`config.mk`:
```
export PLATFORM = sky130hd
export DESIGN_NAME = mrgs_cell
export DESIGN_NICKNAME = d
export VERILOG_FILES = /design/src/rtl/mrgs_pkg.sv /design/src/rtl/mrgs_cell.sv
export SDC_FILE = /design/constraint.sdc
export NUM_CORES = 1
export LEC_CHECK = 0
export ABC_AREA = 0
export BUFFER_PORTS_ARGS = -buffer_cell sky130_fd_sc_hd__buf_2
export CORE_MARGIN = 2
export CORE_UTILIZATION = 30
export DETAILED_ROUTE_END_ITERATION = 8
export GPL_TIMING_DRIVEN = 1
export PLACE_DENSITY = 0.63
export REMOVE_ABC_BUFFERS = 1
export SYNTH_ARGS = -nofsm -noshare
export SYNTH_HDL_FRONTEND = slang
export SYNTH_SLANG_ARGS = --single-unit
```
`constraint.sdc`:
```
create_clock -name clk -period 9.1 [get_ports clk]
set_input_delay 0.91 -clock clk [delete_from_list [all_inputs] [get_ports clk]]
set_output_delay 0.91 -clock clk [all_outputs]
set_load 0.05 [all_outputs]
```
`src/rtl/mrgs_pkg.sv`:
```
package mrgs_pkg;

    localparam int MAX_ITEMS_DEF   = 64;
    localparam int VALUE_WIDTH_DEF = 32;

    // Per-cycle command broadcast to every cell of the chain
    typedef struct packed {
        logic insert;   // place the incoming word into the sorted row
        logic shift;    // move every word one cell toward the head
    } cell_ctrl_t;

endpackage

```
`src/rtl/mrgs_cell.sv`:
```
module mrgs_cell #(
    parameter int VALUE_WIDTH = mrgs_pkg::VALUE_WIDTH_DEF
) (
    input  logic                          clk,
    input  logic                          rst_n,
    input  mrgs_pkg::cell_ctrl_t          ctrl,
    input  logic signed [VALUE_WIDTH-1:0] new_value,
    input  logic                          prev_take,
    input  logic                          prev_valid,
    input  logic signed [VALUE_WIDTH-1:0] prev_value,
    input  logic                          next_valid,
    input  logic signed [VALUE_WIDTH-1:0] next_value,
    output logic                          take,
    output logic                          valid,
    output logic signed [VALUE_WIDTH-1:0] value
);
    import mrgs_pkg::*;

    logic                          valid_reg;
    logic                          valid_next;
    logic signed [VALUE_WIDTH-1:0] value_reg;
    logic signed [VALUE_WIDTH-1:0] value_next;

    // Strictly greater: an equal incoming word lands behind the held one
    assign take = !valid_reg || (value_reg > new_value);

    always_comb
    begin
        valid_next = valid_reg;
        value_next = value_reg;
        if (ctrl.insert)
        begin
            valid_next = valid_reg || prev_valid;
            if (take)
            begin
                value_next = prev_take ? prev_value : new_value;
            end
        end
        else if (ctrl.shift)
        begin
            valid_next = next_valid;
            value_next = next_value;
        end
    end

    always_ff @(posedge clk or negedge rst_n)
    begin
        if (!rst_n)
        begin
            valid_reg <= 1'b0;
        end
        else
        begin
            valid_reg <= valid_next;
        end
    end

    always_ff @(posedge clk)
    begin
        value_reg <= value_next;
    end

    assign valid = valid_reg;
    assign value = value_reg;

endmodule

```
# [Word level (Yosys, flattened, before mapping)]
# Index checks and enable logic that the tools add are counted.
# W data, S select, Z words.
[word_totals] regBits=33 out_inout_bits=34 elab_cells=15
[op_classes] order_cmp=1 n_eq_ne=1 mux=6 n_reduce_logical=5
[op_table] cell="$mux W32" n=4
[op_table] cell="$gt A32 B32 Y1" n=1
[op_table] cell="$logic_or A1 B1 Y1" n=2
[op_table] cell="$mux W1" n=2
[op_table] cell="$ne A2 B1 Y1 const B" n=1
[op_table] cell="$reduce_and A2 Y1" n=1
[op_table] cell="$reduce_bool A2 Y1" n=1
[op_table] cell="$logic_not A1 Y1" n=1

# [Longest topological paths before layout]
# Gate-level depths: netlist (run 1).
[logic_depth] ltp_word=4 depth_mapped=8 mapped_depth_nobuf=8

# [Worst setup path before layout (run 1)]
# OpenSTA, ideal clock, no wires.
[synth_timing] path_kind="input port to flip-flop" startpoint="in new_value[31]" endpoint="reg value_reg[0], in the netlist value[0], enable pin" setup_time_ps=441 t_arrival_ps=3772 setup_slack_ps=4888 cell_stages=8 cell_sequence="inv_1 ha_1 nand4_2 nor4_2 nand4_1 a31oi_1 o221ai_1 a31oi_1"
[synth_between] elab_chain_len=4
[synth_lines] item="from (decl)" line_no="mrgs_cell.sv:7" text="input logic signed [VALUE_WIDTH-1:0] new_value,"
[synth_lines] item="$gt A32 B32 Y1" line_no="mrgs_cell.sv:25" text="assign take = !valid_reg || (value_reg > new_value);"
[synth_lines] item="$logic_or A1 B1 Y1" line_no="mrgs_cell.sv:25"
[synth_lines] item="$ne A2 B1 Y1 (no line)"
[synth_lines] item="$reduce_and A2 Y1 (no line)"
[synth_lines] item="to (signal assigned)" line_no="mrgs_cell.sv:60" text="value_reg <= value_next;"
[synth_lines] item="to (decl)" line_no="mrgs_cell.sv:21" text="logic signed [VALUE_WIDTH-1:0] value_reg;"
# No other way between the ends.
# A chain may end at the register's enable or synchronous reset.

# [Worst setup path in the final report (run 1)]
[layout_timing] startpoint="in new_value[31]" endpoint="out take"
[layout_between] elab_chain_len=2
[layout_lines] item="$gt A32 B32 Y1" line_no="mrgs_cell.sv:25"
[layout_lines] item="$logic_or A1 B1 Y1" line_no="mrgs_cell.sv:25"
[layout_lines] item="to (decl)" line_no="mrgs_cell.sv:13" text="output logic take,"
# No other way between the ends.

==> out/summary.txt, run 1 <==
Status -> finished clean
Reg2reg start -> value[31]$_DFFE_PP_
Die Width -> 95.5 um
Height of the die -> 95.5 um
P per Cell Area -> 150 nW/um^2
Most common cell in the netlist -> a21oi_1
Primary FF master, synth -> edfxtp_1
Fmax -> 258 MHz
Critical-path cell with the highest stage delay -> nor4_2
Yosys top cell area share -> 38.3%
Relative slew slack -> 25.5%
Post-synth EDFFs -> 32
Most used cell, CP -> buf_2
Grt ovf -> 0
Sequential Power Share -> 39.4%
Reg2reg setup slack -> 5.76 ns
Post-route cell area -> 3390 um^2
Crit Path Max Fanout -> 3
H-Tree Depth -> 2
Net Switching -> 193 uW
Vias -> 2277
Die area -> 9120 um^2
Wirelength, routed -> 6310 um
Endpoints failing setup -> 0
Global placement routability congestion -> 0.672
Synthesized area per cell -> 9.58 um^2
Vias per inst -> 4.55
Int Pwr -> 316 uW
Clk sinks -> 33
First-pass GRT wire length -> 9560 um
Reg2Reg Depth -> 7
DRC -> 0
Power, Total -> 509 uW
Largest register FFs -> 32
Area leader, netlist -> edfxtp_1
Max-cap viol count -> 0
P_leak -> 0.00174 uW
Hold Crit Class -> in2async
Final Hold Fails -> 0
FILL cells -> 838
Total track usage -> 13.5%
Post-synthesis register bit count -> 33
RR Endpoint -> value[6]$_DFFE_PP_
Clk_skew -> 0.00321 ns
Final worst path period need -> 3.88 ns
Fin crit share -> 42.6%
Crit path DAT -> 2.97 ns
Setup_tns -> 0 ns
FFs w/ async S/R, synth -> 3.03%
Core Area -> 8180 um^2
Max Slew Vio Count -> 0
Main area contributors after synthesis -> edfxtp_1 38%, ha_1 16%, mux2i_1 13%, a21oi_1 8.6%, nor2_1 5.5%
Clock Path Buffers -> 2
Share of layout cells above drive strength 1 -> 37.5%
Avg WL per Cell -> 12.6 um
FF+latch area -> 986 um^2
Util after Layout -> 41.4%
I/O pin total -> 137
Num rows -> 33
CTS Buf Count -> 5
Clock power share -> 22.8%
Multi-input logic area -> 1370 um^2
Setup CP Type -> in2out
Ant. Diodes -> 0
Worst path max stage delay -> 0.38 ns
Worst skew pair latency -> 0.28 ns
Cells after Synth -> 262
Drt first pass iters -> 4
Post-CTS Resized -> 0
IO Port Bufs -> 136
Cts hold-fix bufs -> 0
Startpoint types -> primary input
Post-detail-place hpwl -> 5080 um
Synth Cell Area -> 2510 um^2
Yosys warns -> 0
Via count of the first global-routing pass -> 2158
Comb pwr share -> 37.8%
Reg clk slew, reported paths -> 0.07 ns
Initial Util -> 30.7%
Drt first-iter violations -> 40
Required @ worst endpoint -> 8.19 ns
Final ANT Viol Nets -> 0
Worst-Margin Slew -> 1.12 ns
Post-synthesis sequential area ratio -> 39.3%
Hold_ws -> 0.400 ns
Placed inst area -> 3300 um^2
CP Cell Sequence -> buf_2, inv_1, ha_1, nand4_2, nor4_2, nand4_1, a31oi_1, o221ai_1, nand2_1, buf_2
Post-CTS Setup Repair Bufs -> 0
CTS tree -> built
Count of unique library cells instantiated by Yosys -> 30
Peak VDD IR -> 0.0555 mV
Sw frac -> 37.9%
RSZ-0062 raised after global routing -> false
Crit. End Element -> output port
Area Overhead vs Synth -> 34.9%
Synth cell count leaders -> 43 x a21oi_1, 37 x nor2_1
Antenna violations before repair -> 0
NumNets Final -> 529
Largest net degree at the start of global routing -> 69
Root buf cell -> clkbuf_8
worst max-delay path: cells and delay by family:
family | cells | cell delay (ns)
simple gates | 4 | 0.87
compound gates | 2 | 0.48
buf+inv | 3 | 0.40
fa+ha+maj | 1 | 0.31
per-stage QoR:
| step | cells | worst slack (ns) |
|---|---|---|
| finish | 500 | 5.22 |
| global route | 500 | 5.02 |
| CTS | 500 | 5.15 |
| detailed placement | 492 | 5.02 |
| global placement | 492 | 5.05 |
| floorplan | 250 | 4.89 |
final cells by class:
class	count	share of cell area (%)
inverters	33	3.66
multi-input cells	184	40.4
repair buffers	137	20.3
flip-flops and latches	33	29.1
clock buffers	8	2.66
well taps	105	3.88
worst max path at each step:
stage | end | slack, ns | from | cells past startpoint
CTS | take | 5.15 | new_value[31] | 10
finish | take | 5.22 | new_value[31] | 10
floorplan | value[0]$_DFFE_PP_ | 4.89 | new_value[31] | 8
global placement | value[14]$_DFFE_PP_ | 5.05 | new_value[31] | 9
global route | take | 5.02 | new_value[30] | 10
detailed placement | value[8]$_DFFE_PP_ | 5.02 | new_value[31] | 9
layout by cell type, fill, tap and decap left out, drive strengths merged:
cell type / instances
a31oi: 2
nor4: 2
clkinv: 1
a21o: 5
edfxtp: 32
nand2: 9
nor2b: 1
a211oi: 1
clkbuf: 8
nor2: 37
buf: 137
inv: 32
nand4: 5
or2b: 1
mux2i: 32
nand3: 1
and2: 1
o211ai: 1
nand2b: 2
a221o: 1
o221ai: 1
ha: 32
a221oi: 2
dfrtp: 1
nand3b: 1
a21oi: 43
o21ai: 4
power groups by stage:
| stage | Sequential [uW] | Combinational (uW) | Clock, uW |
|---|---|---|---|
| floorplan | 264 | 67.7 | 0 |
| global placement | 203 | 193 | 0 |
| detailed placement | 204 | 195 | 0 |
| CTS | 201 | 196 | 124 |
| global route | 203 | 212 | 126 |
| finish | 201 | 192 | 116 |
kinds of logic (layout without fill, tap and decap cells):
group | Yosys count | after routing | share of synthesized area (%)
compound gates | 60 | 60 | 13.4
fa+ha+maj | 32 | 32 | 15.9
buf+inv | 45 | 178 | 6.88
flops | 33 | 33 | 39.3
mux | 32 | 32 | 12.8
simple gates | 60 | 60 | 11.8
per-layer routing:
metal	vias up	share of wire, %	global-route usage, %	wire (um)
met4	0	1.2	3.69	74
met3	7	8.3	3.56	522
met5	-	0	0	0
met1	977	44	16.1	2790
met2	99	46	24.1	2930
li1	1194	-	-	-
Note: power is estimated with default switching activity, not from simulation.
==> run 2, diff against run 1 <==
--- a/config.mk
+++ b/config.mk
@@ -5,13 +5,13 @@
 export SDC_FILE = /design/constraint.sdc
 export NUM_CORES = 1
 export LEC_CHECK = 0
-export ABC_AREA = 0
+export ABC_AREA = 1
 export BUFFER_PORTS_ARGS = -buffer_cell sky130_fd_sc_hd__buf_2
 export CORE_MARGIN = 2
 export CORE_UTILIZATION = 30
 export DETAILED_ROUTE_END_ITERATION = 8
 export GPL_TIMING_DRIVEN = 1
-export PLACE_DENSITY = 0.63
+export PLACE_DENSITY = 0.65
 export REMOVE_ABC_BUFFERS = 1
 export SYNTH_ARGS = -nofsm -noshare
 export SYNTH_HDL_FRONTEND = slang
==> constraint.sdc (replaced) <==
create_clock -name clk -period 3.5 [get_ports clk]
set_input_delay 0.35 -clock clk [delete_from_list [all_inputs] [get_ports clk]]
set_output_delay 0.35 -clock clk [all_outputs]
set_load 0.05 [all_outputs]
==> run 2 against run 1 <==
Compared with the run above:
- area after synthesis increased by 0.65%
- clock skew up 0.0047 ns
- sequential share of layout area decreased by 0.064 points
- core utilization increased by 0.092 points
- total power grew to 2.7 times the previous value
- critical endpoint is now value[2]$_DFFE_PP_
- clock power rose by 140%
- design area is 0.22% higher
- count of clock-buffer cells in the layout decreased by 2
==> out/summary.txt, run 2 <==
Status -> finished clean
I/O pin total -> 137 (unchanged)
Clk_skew -> 0.00790 ns (+0.00468 ns)
Final ANT Viol Nets -> 0 (unchanged)
Crit Path Max Fanout -> 26 (+23)
P_leak -> 0.00178 uW (+1.7%)
Primary FF master, synth -> edfxtp_1
Height of the die -> 95.8 um (+0.31%)
Relative slew slack -> 56.0% (+30 points)
P per Cell Area -> 400 nW/um^2 (+170%)
Final worst path period need -> 2.48 ns
Wirelength, routed -> 7030 um (+11%)
Clk sinks -> 33 (unchanged)
Yosys top cell area share -> 38.0% (-0.25 points)
Main area contributors after synthesis -> edfxtp_1 38%, ha_1 16%, nand2_1 11%, o21ai_1 8.7%, nor2_1 5.9%
Drt first pass iters -> 4 (unchanged)
Max Slew Vio Count -> 0 (unchanged)
Initial Util -> 30.9% (+0.20 points)
Mux cell area share after synthesis -> 0% (-13 points)
H-Tree Depth -> 2 (unchanged)
Clock Path Buffers -> 2 (unchanged)
Cells after Synth -> 329 (+26%)
Setup CP Type -> reg2reg
FILL cells -> 857 (+2.3%)
Post-CTS Setup Repair Bufs -> 0 (unchanged)
Worst skew pair latency -> 0.28 ns (about the same)
NumNets Final -> 598 (+13%)
Post-detail-place hpwl -> 5390 um (+6.1%)
Post-synthesis sequential area ratio -> 39.0% (-0.25 points)
Avg WL per Cell -> 12.4 um (-2.0%)
Area Overhead vs Synth -> 34.3%
Largest register FFs -> 32 (unchanged)
Setup_tns -> 0 ns (unchanged)
Synth Cell Area -> 2530 um^2 (+0.65%)
Max-cap viol count -> 0 (unchanged)
Area leader, netlist -> edfxtp_1
Commonest non-fill, non-tap cell in the layout -> buf_2
Root buf cell -> clkbuf_8
CTS tree -> built
Count of unique library cells instantiated by Yosys -> 22 (-27%)
Worst-Margin Slew -> 0.660 ns (-0.457 ns)
Main combinational cell family by area after synthesis -> simple AND/OR/NAND/NOR gates
Core Area -> 8180 um^2 (unchanged)
First-pass GRT wire length -> 11100 um (+16%)
Num rows -> 33 (unchanged)
Required @ worst endpoint -> 3.44 ns (-4.75 ns)
Fin crit share -> 70.7%
CP Cell Sequence -> ha_1, a21oi_1, o21a_1, nand2_1, a21oi_1, nand2_1, nand2_1, nand3_2, nand2_2, nand2_1, nand2_2, buf_4
Hold Crit Class -> in2reg
RSZ-0062 raised after global routing -> false
Simple-Gate Fraction of Synth Area -> 19.8% (+8.0 points)
Ant. Diodes -> 0 (unchanged)
Startpoint types -> flip-flop
GRT Max-Usage Layer -> met2
Post-synthesis register bit count -> 33 (unchanged)
Placed insts -> 560 (+14%)
Fmax -> 404 MHz
Endpoints failing setup -> 0 (unchanged)
Crit path DAT -> 2.42 ns (-0.55 ns)
Largest net degree at the start of global routing -> 35 (-49%)
Share of layout cells above drive strength 1 -> 33.5% (-4.0 points)
Crit. End Element -> flip-flop
Power, Total -> 1360 uW (+170%)
Met1 Use GR -> 17.7% (+1.6 points)
Final Instance Count excl. Fillers -> 568 (+14%)
Post-synth EDFFs -> 32 (unchanged)
Multi-input logic area -> 1330 um^2 (-2.7%)
XOR/XNOR Fraction of Synth Area -> 0% (unchanged)
Vias per inst -> 4.61 (+1.1%)
Drt first-iter violations -> 111 (+180%)
Met3 GRT Util -> 4.07% (+0.51 points)
Reg clk slew, reported paths -> 0.07 ns (about the same)
Vias -> 2616 (+15%)
Critical-path cell with the highest stage delay -> edfxtp_1
Total track usage -> 15.4% (+1.9 points)
Most common cell in the netlist -> nand2_1
Die area -> 9170 um^2 (+0.62%)
FFs w/ async S/R, synth -> 3.03% (unchanged)
Area fraction in compound gates after synthesis -> 16.9% (+3.5 points)
Buf/Inv on CP -> 1 (-2)
Synth cell count leaders -> 74 x nand2_1, 44 x o21ai_1, 40 x nor2_1
Peak VDD IR -> 0.199 mV (+260%)
IO Port Bufs -> 136 (unchanged)
Most used cell, CP -> nand2_1
Met2 GRT Util -> 28.6% (+4.5 points)
Top delay family on crit path -> simple AND/OR/NAND/NOR gates
Synthesized area per cell -> 7.68 um^2 (-20%)
Final Hold Fails -> 0 (unchanged)
Antenna violations before repair -> 0 (unchanged)
CTS Buf Count -> 5 (unchanged)
Global placement routability congestion -> 0.774 (+15%)
DRC -> 0 (unchanged)
Yosys warns -> 0 (unchanged)
Most frequent cells in the layout -> 136 x buf_2, 73 x nand2_1, 44 x o21ai_1, 40 x nor2_1, 38 x inv_1
Die Width -> 95.8 um (+0.31%)
Grt ovf -> 0 (unchanged)
Adder-Cell Fraction of Synth Area -> 15.8% (-0.10 points)
Worst path max stage delay -> 0.39 ns (about the same)
Via count of the first global-routing pass -> 2493 (+16%)
FF+latch area -> 986 um^2 (unchanged)
run 2: changes by cell type after synthesis, sizes merged, moves of 5 or more:
| cell | change |
|---|---|
| nand2 | +67 |
| o21ai | +63 |
| mux2i | -32 |
| a21oi | -29 |
| inv | +11 |
| nor2 | +5 |
run 2: worst paths after layout:
check,from,to,slack [ns],cells after the start
worst max-delay path,value[31]$_DFFE_PP_,value[2]$_DFFE_PP_,1.02,12
worst min-delay path,next_valid,valid$_DFFE_PN0P_,0.30,3
worst max register to register,value[31]$_DFFE_PP_,value[2]$_DFFE_PP_,1.02,12
worst min register to register,valid$_DFFE_PN0P_,valid$_DFFE_PN0P_,0.66,3
max in group asynchronous,rst_n,valid$_DFFE_PN0P_,3.04,2
min in group asynchronous,rst_n,valid$_DFFE_PN0P_,0.37,2
run 2: worst reg2reg max path: cells and delay by family, from the launching register on:
kind / cells / cell delay (ns)
compound gates: 3 / 0.49
fa+ha+maj: 1 / 0.35
buf+inv: 1 / 0.37
flops: 1 / 0.39
simple gates: 7 / 0.53
run 2: cell families (layout without fill, tap and decap cells):
family	count (synthesis)	after routing
fa+ha+maj	32	32
compound gates	84	84
simple gates	124	124
flops	33	33
buf+inv	56	190
run 2: layout make-up:
cell class / count / area share (%)
multi-input cells: 240 / 39.2
inverters: 44 / 4.87
flip-flops and latches: 33 / 29.0
repair buffers: 139 / 20.8
clock buffers: 6 / 2.14
clock inverters: 1 / 0.111
well taps: 105 / 3.87
run 2: metal layers:
metal  wire [um]  part of all wire [%]  up-vias
met4          63                  0.90        0
met1        2890                    41     1160
met5           0                     0        -
met2        3520                    50       91
met3         567                   8.1        6
li1            -                     -     1359
run 2: stage by stage:
| step | instance area [um^2] | hold WS, ns | setup slack (ns) | util [%] |
|---|---|---|---|---|
| global placement | 3310 | 0.128 | 0.929 | 40.5 |
| detailed placement | 3310 | 0.128 | 0.925 | 40.5 |
| global route | 3390 | 0.320 | 0.733 | 41.5 |
| finish | 3390 | 0.301 | 1.02 | 41.5 |
| floorplan | 2480 | 0.0544 | 0.458 | - |
| CTS | 3390 | 0.288 | 0.966 | 41.5 |
run 2: timing repair:
item                                    4_1_cts  5_1_grt
hold buffers                                  1        0
endpoints found under the hold margin         1        0
endpoints found under the setup margin        0        0
resized for setup                             0        0
run 2: report_power, final:
part | leakage, uW | switching (uW) | total [uW] | internal (uW)
Clock | 0.0000387 | 139 | 273 | 134
Combinational | 0.00141 | 384 | 553 | 169
Sequential | 0.000326 | 29.0 | 533 | 504
==> run 3, diff against run 2 <==
--- a/config.mk
+++ b/config.mk
@@ -11,7 +11,7 @@
 export CORE_UTILIZATION = 30
 export DETAILED_ROUTE_END_ITERATION = 8
 export GPL_TIMING_DRIVEN = 1
-export PLACE_DENSITY = 0.65
+export PLACE_DENSITY = 0.63
 export REMOVE_ABC_BUFFERS = 1
 export SYNTH_ARGS = -nofsm -noshare
 export SYNTH_HDL_FRONTEND = slang
==> constraint.sdc (replaced) <==
create_clock -name clk -period 2.45 [get_ports clk]
set_input_delay 0.245 -clock clk [delete_from_list [all_inputs] [get_ports clk]]
set_output_delay 0.245 -clock clk [all_outputs]
set_load 0.05 [all_outputs]
==> run 3 against run 2 <==
Compared with the run above:
- register-to-register slack worse by 0.84 ns
- final cell count is 0.70% higher
- global-route usage rose by 0.95 points
- clock skew decreased by 0.0015 ns
- non-clock buffer count increased by 3
- core utilization is 0.60 points higher
- die area is the same
- critical endpoint is now take
- largest power group unchanged
- sequential share of layout area decreased by 0.41 points
- sequential power grew 43%
- worst setup slack got worse by 0.89 ns
==> out/summary.txt, run 3 (same netlist as run 2, synthesis figures left out) <==
FF+latch area -> 986 um^2 (unchanged)
Ant. Diodes -> 0 (unchanged)
Core Area -> 8180 um^2 (unchanged)
Fin crit share -> 94.7%
Setup CP Type -> reg2out
Crit path DAT -> 2.07 ns (-0.35 ns)
Status -> finished clean
Total track usage -> 16.4% (+0.95 points)
RSZ-0062 raised after global routing -> true
CTS tree -> built
Worst skew pair latency -> 0.29 ns (about the same)
Final worst path period need -> 2.32 ns
Area Overhead vs Synth -> 36.2%
Top delay family on crit path -> compound AO/OA/AOI/OAI gates
Post-Place Setup Slack -> 0.158 ns (-0.767 ns)
Most used cell, CP -> nand2_1
Height of the die -> 95.8 um (unchanged)
P per Cell Area -> 587 nW/um^2 (+47%)
Max-cap viol count -> 0 (unchanged)
Root buf cell -> clkbuf_8
CTS Buf Count -> 5 (unchanged)
Placed insts -> 563 (+0.54%)
NumNets Final -> 601 (+0.50%)
Avg WL per Cell -> 13.2 um (+6.5%)
Multi-input logic area -> 1340 um^2 (+0.75%)
Worst-Margin Slew -> 0.616 ns (-0.0440 ns)
Int Pwr -> 1200 uW (+49%)
IO Port Bufs -> 136 (unchanged)
Hold Crit Class -> in2reg
Vias per inst -> 4.59 (-0.43%)
Clock Path Buffers -> 2 (unchanged)
CP Cell Sequence -> ha_1, a21oi_1, o21ai_0, a21oi_1, nand2_1, nand2_1, nand2_1, nand2_1, nand3_2, nand2_2, buf_4
Largest net degree at the start of global routing -> 34 (-2.9%)
Startpoint types -> flip-flop
Vias -> 2623 (+0.27%)
Peak VDD IR -> 0.248 mV (+25%)
Drt first-iter violations -> 74 (-33%)
Commonest non-fill, non-tap cell in the layout -> buf_2
Post-CTS Setup Repair Bufs -> 0 (unchanged)
Grt ovf -> 0 (unchanged)
Hold_ws -> 0.192 ns (-0.109 ns)
Share of layout cells above drive strength 1 -> 34.0% (+0.57 points)
Met2 GRT Util -> 30.7% (+2.1 points)
Buf/Inv on CP -> 1 (unchanged)
Reg clk slew, reported paths -> 0.07 ns (about the same)
Crit. End Element -> output port
Worst path max stage delay -> 0.42 ns (+0.03 ns)
Final Instance Count excl. Fillers -> 572 (+0.70%)
I/O pin total -> 137 (unchanged)
Final worst slack -> 0.130 ns (-0.895 ns)
Sequential Power Share -> 37.7% (-1.5 points)
Clk sinks -> 33 (unchanged)
Max Slew Vio Count -> 0 (unchanged)
Clock power share -> 21.8% (+1.7 points)
Die Width -> 95.8 um (unchanged)
Required @ worst endpoint -> 2.20 ns (-1.24 ns)
Fmax -> 431 MHz
Comb pwr share -> 40.4% (-0.3 points)
Met1 Use GR -> 18.9% (+1.2 points)
Via count of the first global-routing pass -> 2563 (+2.8%)
Initial Util -> 30.9% (unchanged)
Global placement routability congestion -> 0.796 (+2.9%)
Die area -> 9170 um^2 (unchanged)
Endpoints failing setup -> 0 (unchanged)
Met3 GRT Util -> 3.68% (-0.39 points)
Antenna violations before repair -> 0 (unchanged)
Final ANT Viol Nets -> 0 (unchanged)
Clk_skew -> 0.00641 ns (-0.00149 ns)
FILL cells -> 876 (+2.2%)
H-Tree Depth -> 2 (unchanged)
Final Hold Fails -> 0 (unchanged)
First-pass GRT wire length -> 11600 um (+4.9%)
GRT Max-Usage Layer -> met2
Net Switching -> 816 uW (+48%)
DRC -> 0 (unchanged)
Most frequent cells in the layout -> 135 x buf_2, 74 x nand2_1, 44 x o21ai_1, 40 x nor2_1, 38 x inv_1
Largest register FFs -> 32 (unchanged)
Drt first pass iters -> 4 (unchanged)
Sw frac -> 40.4% (-0.25 points)
P_leak -> 0.00180 uW (+1.3%)
Wirelength, routed -> 7540 um (+7.3%)
Relative slew slack -> 59.0% (+2.9 points)
Num rows -> 33 (unchanged)
Post-detail-place hpwl -> 6010 um (+11%)
Power, Total -> 2020 uW (+49%)
Critical-path cell with the highest stage delay -> edfxtp_1
Crit Path Max Fanout -> 2 (-92%)
-- run 3: cell types whose count changed in the layout (fill, tap and decap cells not counted), sizes merged --
cell | previous run | this run
clkinv | 2 | 1
clkbuf | 6 | 8
buf | 138 | 141
-- run 3: area by class of cell --
type                    count  share of cell area, %
flip-flops and latches     33                   28.6
inverters                  44                   4.80
multi-input cells         240                   38.9
well taps                 105                   3.82
repair buffers            142                   21.2
clock buffers               8                   2.62
-- run 3: what timing repair did --
item	in CTS	in global routing
setup endpoints to repair	0	20
endpoints found under the hold margin	1	0
resized for setup	0	3
hold buffers	1	0
-- run 3: path summary, 6_finish.rpt --
check,start,endpoint,slack (ns),cells after the start
setup reg to reg,value[13]$_DFFE_PP_,value[10]$_DFFE_PP_,0.18,13
setup / recovery,value[13]$_DFFE_PP_,take,0.13,11
hold reg to reg,valid$_DFFE_PN0P_,valid$_DFFE_PN0P_,0.68,3
max in group asynchronous,rst_n,valid$_DFFE_PN0P_,2.10,2
min in group asynchronous,rst_n,valid$_DFFE_PN0P_,0.26,2
hold / removal,next_valid,valid$_DFFE_PN0P_,0.19,3
-- run 3: worst min-delay path, stage by stage --
cell	delay [ns]
buf_2	0.08
o21ai_0	0.07
inv_1	0.05
-- run 3: power groups by stage --
stage	combinational, uW	clock (uW)	sequential, uW
after CTS	820	451	764
after global placement	801	0	770
after detailed placement	816	0	776
after global routing	900	465	772
final	817	441	763
after floorplan	289	0	1020
-- run 3: routing by layer --
layer	vias up	share of wire, %
met5	-	0
met4	0	0.73
met3	7	6.7
met2	79	52
met1	1171	40
li1	1366	-
-- run 3: metrics by stage --
step / setup TNS, ns / utilization [%] / area, um^2
6_report: 0 / 42.1 / 3440
3_5_place_dp: 0 / 40.7 / 3330
2_1_floorplan: -18.94 / - / 2480
3_3_place_gp: 0 / 40.7 / 3330
5_1_grt: -0.194 / 42.1 / 3440
4_1_cts: 0 / 41.9 / 3430
